### src/rtl/sfd_pkg.sv
package sfd_pkg;

  // default sizes
  localparam int LINE_DEPTH_DEF  = 65536;
  localparam int SAMPLE_BITS_DEF = 24;
  localparam int IO_BITS         = 24;

  // configuration port
  localparam int CFG_IDX_BITS  = 4;
  localparam int CFG_DATA_BITS = 24;

  localparam logic [CFG_IDX_BITS-1:0] REG_DELAY    = 4'd0;
  localparam logic [CFG_IDX_BITS-1:0] REG_FEEDBACK = 4'd1;
  localparam logic [CFG_IDX_BITS-1:0] REG_WET      = 4'd2;
  localparam logic [CFG_IDX_BITS-1:0] REG_DRY      = 4'd3;
  localparam logic [CFG_IDX_BITS-1:0] REG_OUT_GAIN = 4'd4;
  localparam logic [CFG_IDX_BITS-1:0] REG_MODE     = 4'd5;
  localparam logic [CFG_IDX_BITS-1:0] REG_SPREAD_L = 4'd6;
  localparam logic [CFG_IDX_BITS-1:0] REG_SPREAD_R = 4'd7;

  // stereo modes
  localparam logic [2:0] MODE_PLAIN  = 3'd0;
  localparam logic [2:0] MODE_SPREAD = 3'd1;
  localparam logic [2:0] MODE_PP_IND = 3'd2;
  localparam logic [2:0] MODE_PP_SUM = 3'd3;
  localparam logic [2:0] MODE_PP_LR  = 3'd4;

  // register reset values
  localparam logic [23:0] DELAY_RST    = 24'd256;
  localparam logic [15:0] FEEDBACK_RST = 16'd0;
  localparam logic [15:0] WET_RST      = 16'd16384;
  localparam logic [15:0] DRY_RST      = 16'd16384;
  localparam logic [15:0] OUT_GAIN_RST = 16'd32768;
  localparam logic [6:0]  SPREAD_L_RST = 7'd0;
  localparam logic [6:0]  SPREAD_R_RST = 7'd100;

  localparam logic [15:0] GAIN_UNITY = 16'd32768;
  localparam logic [6:0]  SPREAD_MAX = 7'd100;
  localparam logic [7:0]  SPREAD_SUM = 8'd200;

  typedef struct packed {
    logic signed [IO_BITS-1:0] left_in;
    logic signed [IO_BITS-1:0] right_in;
  } in_frame_t;

  typedef struct packed {
    logic signed [IO_BITS-1:0] left_out;
    logic signed [IO_BITS-1:0] right_out;
  } out_frame_t;

  // interpolation weights for the two taps
  typedef struct packed {
    logic [8:0] wa;
    logic [7:0] wb;
  } tap_t;

  // pan for a spread sum s: rounded s*32768/200
  typedef logic [15:0] pan_tab_t [0:200];

  function automatic pan_tab_t pan_build();
    pan_tab_t t;
    for (int i = 0; i <= 200; i++) begin
      t[i] = 16'((i * 32768 + 100) / 200);
    end
    return t;
  endfunction

  localparam pan_tab_t PAN_TAB = pan_build();

endpackage

### src/rtl/sfd_tap.sv
module sfd_tap import sfd_pkg::*; #(
  parameter int LINE_DEPTH = LINE_DEPTH_DEF
) (
  input  logic [23:0]                   delay_q8,
  input  logic [$clog2(LINE_DEPTH)-1:0] wp,
  output logic [$clog2(LINE_DEPTH)-1:0] pa,
  output logic [$clog2(LINE_DEPTH)-1:0] pb,
  output tap_t                          tap
);

  localparam int AW = $clog2(LINE_DEPTH);
  localparam int XW = (AW + 8 > 24) ? AW + 8 : 24;
  localparam logic [XW-1:0] DMIN = XW'(256);
  localparam logic [XW-1:0] DMAX = XW'((LINE_DEPTH - 1) * 256);
  localparam logic [AW:0]   DEPTH_X = (AW + 1)'(LINE_DEPTH);
  localparam logic [AW-1:0] LAST = AW'(LINE_DEPTH - 1);

  logic [XW-1:0] d;
  logic [XW-1:0] dc;
  logic [AW-1:0] a;
  logic [AW:0]   diff;

  // clamp the delay to one sample .. line length minus one sample
  always_comb begin
    d = XW'(delay_q8);
    if (d < DMIN) begin
      dc = DMIN;
    end else if (d > DMAX) begin
      dc = DMAX;
    end else begin
      dc = d;
    end
  end

  // whole taps back (ceil) and weights
  assign a      = dc[AW+7:8] + {{(AW-1){1'b0}}, |dc[7:0]};
  assign tap.wb = 8'(9'd256 - {1'b0, dc[7:0]});
  assign tap.wa = 9'd256 - {1'b0, tap.wb};

  // circular positions
  assign diff = {1'b0, wp} - {1'b0, a};
  assign pa   = diff[AW] ? AW'(diff + DEPTH_X) : diff[AW-1:0];
  assign pb   = (pa == LAST) ? '0 : pa + AW'(1);

endmodule

### config.mk
export PLATFORM = sky130hd
export DESIGN_NAME = sfd_tap
export DESIGN_NICKNAME = d
export VERILOG_FILES = /design/src/rtl/sfd_pkg.sv /design/src/rtl/sfd_tap.sv
export SDC_FILE = /design/constraint.sdc
export NUM_CORES = 1
export LEC_CHECK = 0
export BUFFER_PORTS_ARGS = -buffer_cell sky130_fd_sc_hd__buf_2
export CORE_MARGIN = 2
export CORE_UTILIZATION = 56
export DETAILED_ROUTE_END_ITERATION = 7
export PLACE_DENSITY = 0.92
export SYNTH_ARGS = -nofsm -noshare
export SYNTH_HDL_FRONTEND = slang
export SYNTH_SLANG_ARGS = --single-unit
### constraint.sdc
create_clock -name vclk -period 17.2
set_clock_uncertainty 0.05 [all_clocks]
set_input_delay 5.16 -clock vclk [all_inputs]
set_output_delay 5.16 -clock vclk [all_outputs]
set_load 0.05 [all_outputs]
# [Word level (Yosys, flattened, before mapping)]
# Cells that the tools add are included.
# W data, S select, Z words.
[op_classes] muxes=4 n_mul=0 reduce_logical=1 n_addsub=6 n_shift=0 eq_ne=1 n_div=0 order_cmp=2 n_bitwise=0
[ops] operator="$mux W24" n=2
[ops] operator="$add A16 B1 Y16 const B" n=2
[ops] operator="$mux W16" n=2
[ops] operator="$gt A24 B24 Y1 const B" n=1
[ops] operator="$lt A24 B9 Y1 const B" n=1
[ops] operator="$sub A16 B16 Y17" n=1
[ops] operator="$add A16 B1 Y16" n=1
[ops] operator="$eq A16 B16 Y1 const B" n=1
[ops] operator="$sub A9 B8 Y9 const A" n=1
[ops] operator="$reduce_or A8 Y1" n=1
[ops] operator="$sub A1 B8 Y8 const A" n=1
[word_totals] mem_bits_rw=0 latch_bits=0 memories=0 ff_bits=0 romBits=0

# [Logic depth before layout (Yosys ltp)]
[logic_depth] word_depth=10 depth_mapped=24

# [Least setup slack after synthesis]
# No wires, ideal clock.
[synth_timing] path_type="input to output" start="input delay_q8[19]" end="output pb[14]" cell_stages=19 required_time_ns=11.990 path_buffers=2 arrival_time_ns=10.753 setup_slack_ns=1.237 path_cell_list="and4_1 -> nand4_1 -> o31a_1 -> buf_4 -> nand2_1 -> ha_1 -> clkbuf_1 -> o21ai_0 -> ha_1 -> ha_1 -> fa_1 -> nand2b_1 -> nand2b_1 -> a21oi_1 -> xnor2_1 -> nand4_1 -> a211oi_4 -> nand3_1 -> xnor2_1"
[synth_between] elab_chain_cells=10 word_cells_on_any_way=12 cone_classes="4 x add/sub; 2 x order compare; 1 x eq/ne; 4 x mux; 1 x reduce/logical"
[synth_rtl] item="from (decl)" line_no="sfd_tap.sv:4" source="input logic [23:0] delay_q8,"
[synth_rtl] item="$gt A24 B24 Y1" line_no="sfd_tap.sv:28" source="end else if (d > DMAX) begin"
[synth_rtl] item="$mux W24" line_no="sfd_tap.sv:28"
[synth_rtl] item="$mux W24 *" line_no="sfd_tap.sv:26" source="if (d < DMIN) begin"
[synth_rtl] item="$reduce_or A8 Y1" line_no="sfd_tap.sv:36" source="assign a = dc[AW+7:8] + {{(AW-1){1'b0}}, |dc[7:0]};"
[synth_rtl] item="$add A16 B1 Y16 *" line_no="sfd_tap.sv:36"
[synth_rtl] item="$sub A16 B16 Y17 *" line_no="sfd_tap.sv:41" source="assign diff = {1'b0, wp} - {1'b0, a};"
[synth_rtl] item="$add A16 B1 Y16" line_no="sfd_tap.sv:42" source="assign pa = diff[AW] ? AW'(diff + DEPTH_X) : diff[AW-1:0];"
[synth_rtl] item="$mux W16 *" line_no="sfd_tap.sv:42"
[synth_rtl] item="named net pa[4]" line_no="sfd_tap.sv:6" source="output logic [$clog2(LINE_DEPTH)-1:0] pa,"
[synth_rtl] item="$add A16 B1 Y16 / $eq A16 B16 Y1 (equally long branches)" line_no="sfd_tap.sv:43" source="assign pb = (pa == LAST) ? '0 : pa + AW'(1);"
[synth_rtl] item="$mux W16 *" line_no="sfd_tap.sv:43"
[synth_rtl] item="to (decl)" line_no="sfd_tap.sv:7" source="output logic [$clog2(LINE_DEPTH)-1:0] pb,"
# The timed path passes the listed nets; every way through them passes the cells marked *.

# [Final worst setup path]
[layout_timing] start="input delay_q8[2]" end="output pb[9]"
[layout_between] elab_chain_cells=10 word_cells_on_any_way=12 cone_classes="4 x add/sub; 2 x order compare; 1 x eq/ne; 4 x mux; 1 x reduce/logical"
[layout_rtl] item="$gt A24 B24 Y1" line_no="sfd_tap.sv:28"
[layout_rtl] item="$mux W24" line_no="sfd_tap.sv:28"
[layout_rtl] item="$mux W24 *" line_no="sfd_tap.sv:26"
[layout_rtl] item="$reduce_or A8 Y1" line_no="sfd_tap.sv:36"
[layout_rtl] item="$add A16 B1 Y16 *" line_no="sfd_tap.sv:36"
[layout_rtl] item="$sub A16 B16 Y17 *" line_no="sfd_tap.sv:41"
[layout_rtl] item="$add A16 B1 Y16" line_no="sfd_tap.sv:42"
[layout_rtl] item="$mux W16 *" line_no="sfd_tap.sv:42"
[layout_rtl] item="$add A16 B1 Y16 / $eq A16 B16 Y1 (equally long branches)" line_no="sfd_tap.sv:43"
[layout_rtl] item="$mux W16 *" line_no="sfd_tap.sv:43"
# Mark *: on every way between the ends. The rest lies on a longest branch, timed or not.

==> impl_results.md <==
* Status: finished, final reports clean
* Yosys top cell by area: ha_1
* GP Congestion at 0.907
* Synth area leaders: ha_1 (11%), xnor2_1 (8.4%), xor2_1 (6.8%), nand2_1 (4.1%), nor2_1 (3.8%)
* Synthesized cell area at ~2200 µm²
* Critical Path Sink Type: primary output
* Die area at 4410 µm²
* Height of the die at about 66 µm
* Post-Layout Cell Count at just over 400
* Initial DRC count at 150
* Hold buffer count at cts at 0
* Hold_ws at between 10 and 15 ns
* Floorplan core area at 3720 µm²
* VDD IR-drop max at 0.106 mV
* Min Clock Period, post-route at between 15 and 20 ns
* # setup viols final at 0
* Net Sw Power at 0.141 mW
* Tot GR Track Use at between 20% and 30%
* Routed vias at 2430
* Hold Fails Final Rpt at 0
* RSZ-0062 raised after global routing: no
* Final HPWL from detailed placement at 4.81 mm
* Sequential-to-total area share from yosys stat at 0%
* Grt total ovfl at 0
* DR DRC count at 0
* Hold Path Stages at 3
* N_diodes at 0
* Vias in the first global route at approximately 2100
* Placed instance count at a little over 400
* Reg power frac at 0%
* Post-CTS Setup Inserts at 0
* Avg Vias per Cell at a little under 6
* Layout clock buffer count at 0
* Layout area overhead at 20.2%
* Final period util at between 90% and 100%
* FF+latch area at 0 µm²
* Comb power frac at 100.0%
* First-pass GRT wire length at ~9.1 mm
* Most common cell after layout, fill and taps aside: buf_2
* Worst slew margin at between 50 and 60%
* Ys Warns at 0
* Syn Inst Count at 287
* CP Class: in -> out
* Routed length per instance at around 14 µm
* Post-synthesis cell type count at 71
* # rows at 22
* Die X at ~66 µm
* Initial core utilization at between 50% and 60%
* Worst slack, placed at roughly 1.4 ns
* CP arrival at between 10 and 15 ns
* Synthesized area per cell at around 7.6 µm²
* Worst Hold Class: in -> out
* Clk pwr share at 0%
* Sequential cells at 0
* Internal power at approximately 0.054 mW
* P_leak at ~1.2 nW
* Synth top area share at 10.9%
* Final #Nets at between 400 and 500
* Post-route ant nets at 0
* Number of antenna violations at the first check in global routing at 0
* I/O Buffers at 89
* Pins over their slew limit at 0
* Top fanout value on the critical path at 15
* Highest-count cells in the layout ignoring fill and taps: buf_2 (89), nand2_1 (24), nor2_1 (22), xnor2_1 (21), ha_1 (19)
* Drt pass-1 iters at 4
* Fraction of layout cells with a size suffix above 1 at between 30% and 40%
* Final WS setup at 1.32 ns
* Total routed wirelength at 5.67 mm
* Switching Share at between 70% and 80%
* Fmax at between 60 and 70 MHz
* Setup TNS at 0 ns
* Least-Margin Pin Slew at around 0.73 ns
* Syn_nets at 347
* # IOs at 89
* Power consumption at between 0.15 and 0.2 mW
* PwrDens at 74.3 nW/µm²
* CP required at between 10 and 15 ns
* Max Cap Viol at 0
* Largest net degree at the start of global routing at 16
* # resized after CTS at 0
* Startpoint types: input pin
==> cell usage after synthesis (7+ instances only) <==
master and instances:
nor2_2 8, nor2_1 22, ha_1 19, xnor2_1 21, nand3_1 15, inv_1 16
nand2_1 24, nor3_1 10, a21oi_1 12, xor2_1 17, o21ai_0 7, nor4_1 8
==> final timing paths <==
path                      to  slack (ns)         from
worst max-delay path   pb[9]        1.32  delay_q8[2]
worst min-delay path  tap[4]       10.70  delay_q8[4]
==> power by group through the flow <==
stage          logic (mW)  registers [mW]  clock network, mW
4_1_cts             0.195               0                  0
6_report            0.195               0                  0
5_1_grt             0.206               0                  0
3_5_place_dp        0.194               0                  0
2_1_floorplan       0.156               0                  0
3_3_place_gp        0.191               0                  0
==> layer usage <==
metal | global-route usage [%] | vias up | routed length [µm]
met4 | 2.04 | 0 | 48
met3 | 0.852 | 6 | 279
li1 | - | 1214 | -
met5 | 0 | - | 0
met1 | 34.4 | 1125 | 2640
met2 | 45.4 | 85 | 2700
==> metrics by stage <==
step | cell area, µm² | utilization, %
detailed placement | 2620 | 70.5
finish | 2620 | 70.5
CTS | 2620 | 70.5
global placement | 2620 | 70.5
global route | 2620 | 70.5
floorplan | 2180 | -
==> cells by family (layout without fill, tap and decap cells) <==
family,Yosys count,in the layout,share of synthesized area (%)
simple gates,129,129,34.0
compound gates,65,65,27.9
xor+xnor,42,42,18.2
buf+inv,26,105,5.74
fa+ha+maj,20,20,11.8
mux,5,5,2.35
==> critical path, stage by stage <==
cell      delay, ns
buf_2          0.14
or3_1          0.43
and4bb_1       0.30
o31a_1         0.39
nand2_1        0.18
ha_1           0.41
o21ai_0        0.16
ha_1           0.23
ha_1           0.25
nand3_1        0.11
xor2_1         0.15
ha_1           0.40
a21o_1         0.22
or3_4          0.34
o21a_1         0.23
xor2_2         0.28
nand4_4        0.18
a211oi_4       0.26
and3b_1        0.53
nor2_2         0.09
buf_2          0.23
==> area by class of cell <==
type / instances / area [µm²]
Inverter: 16 / 60.1
Timing Repair Buffer: 89 / 445
Multi-Input combinational cell: 261 / 2060
Tap cell: 48 / 60.1
Fill cell: 317 / 1090
(Power assumes the default switching activity.)
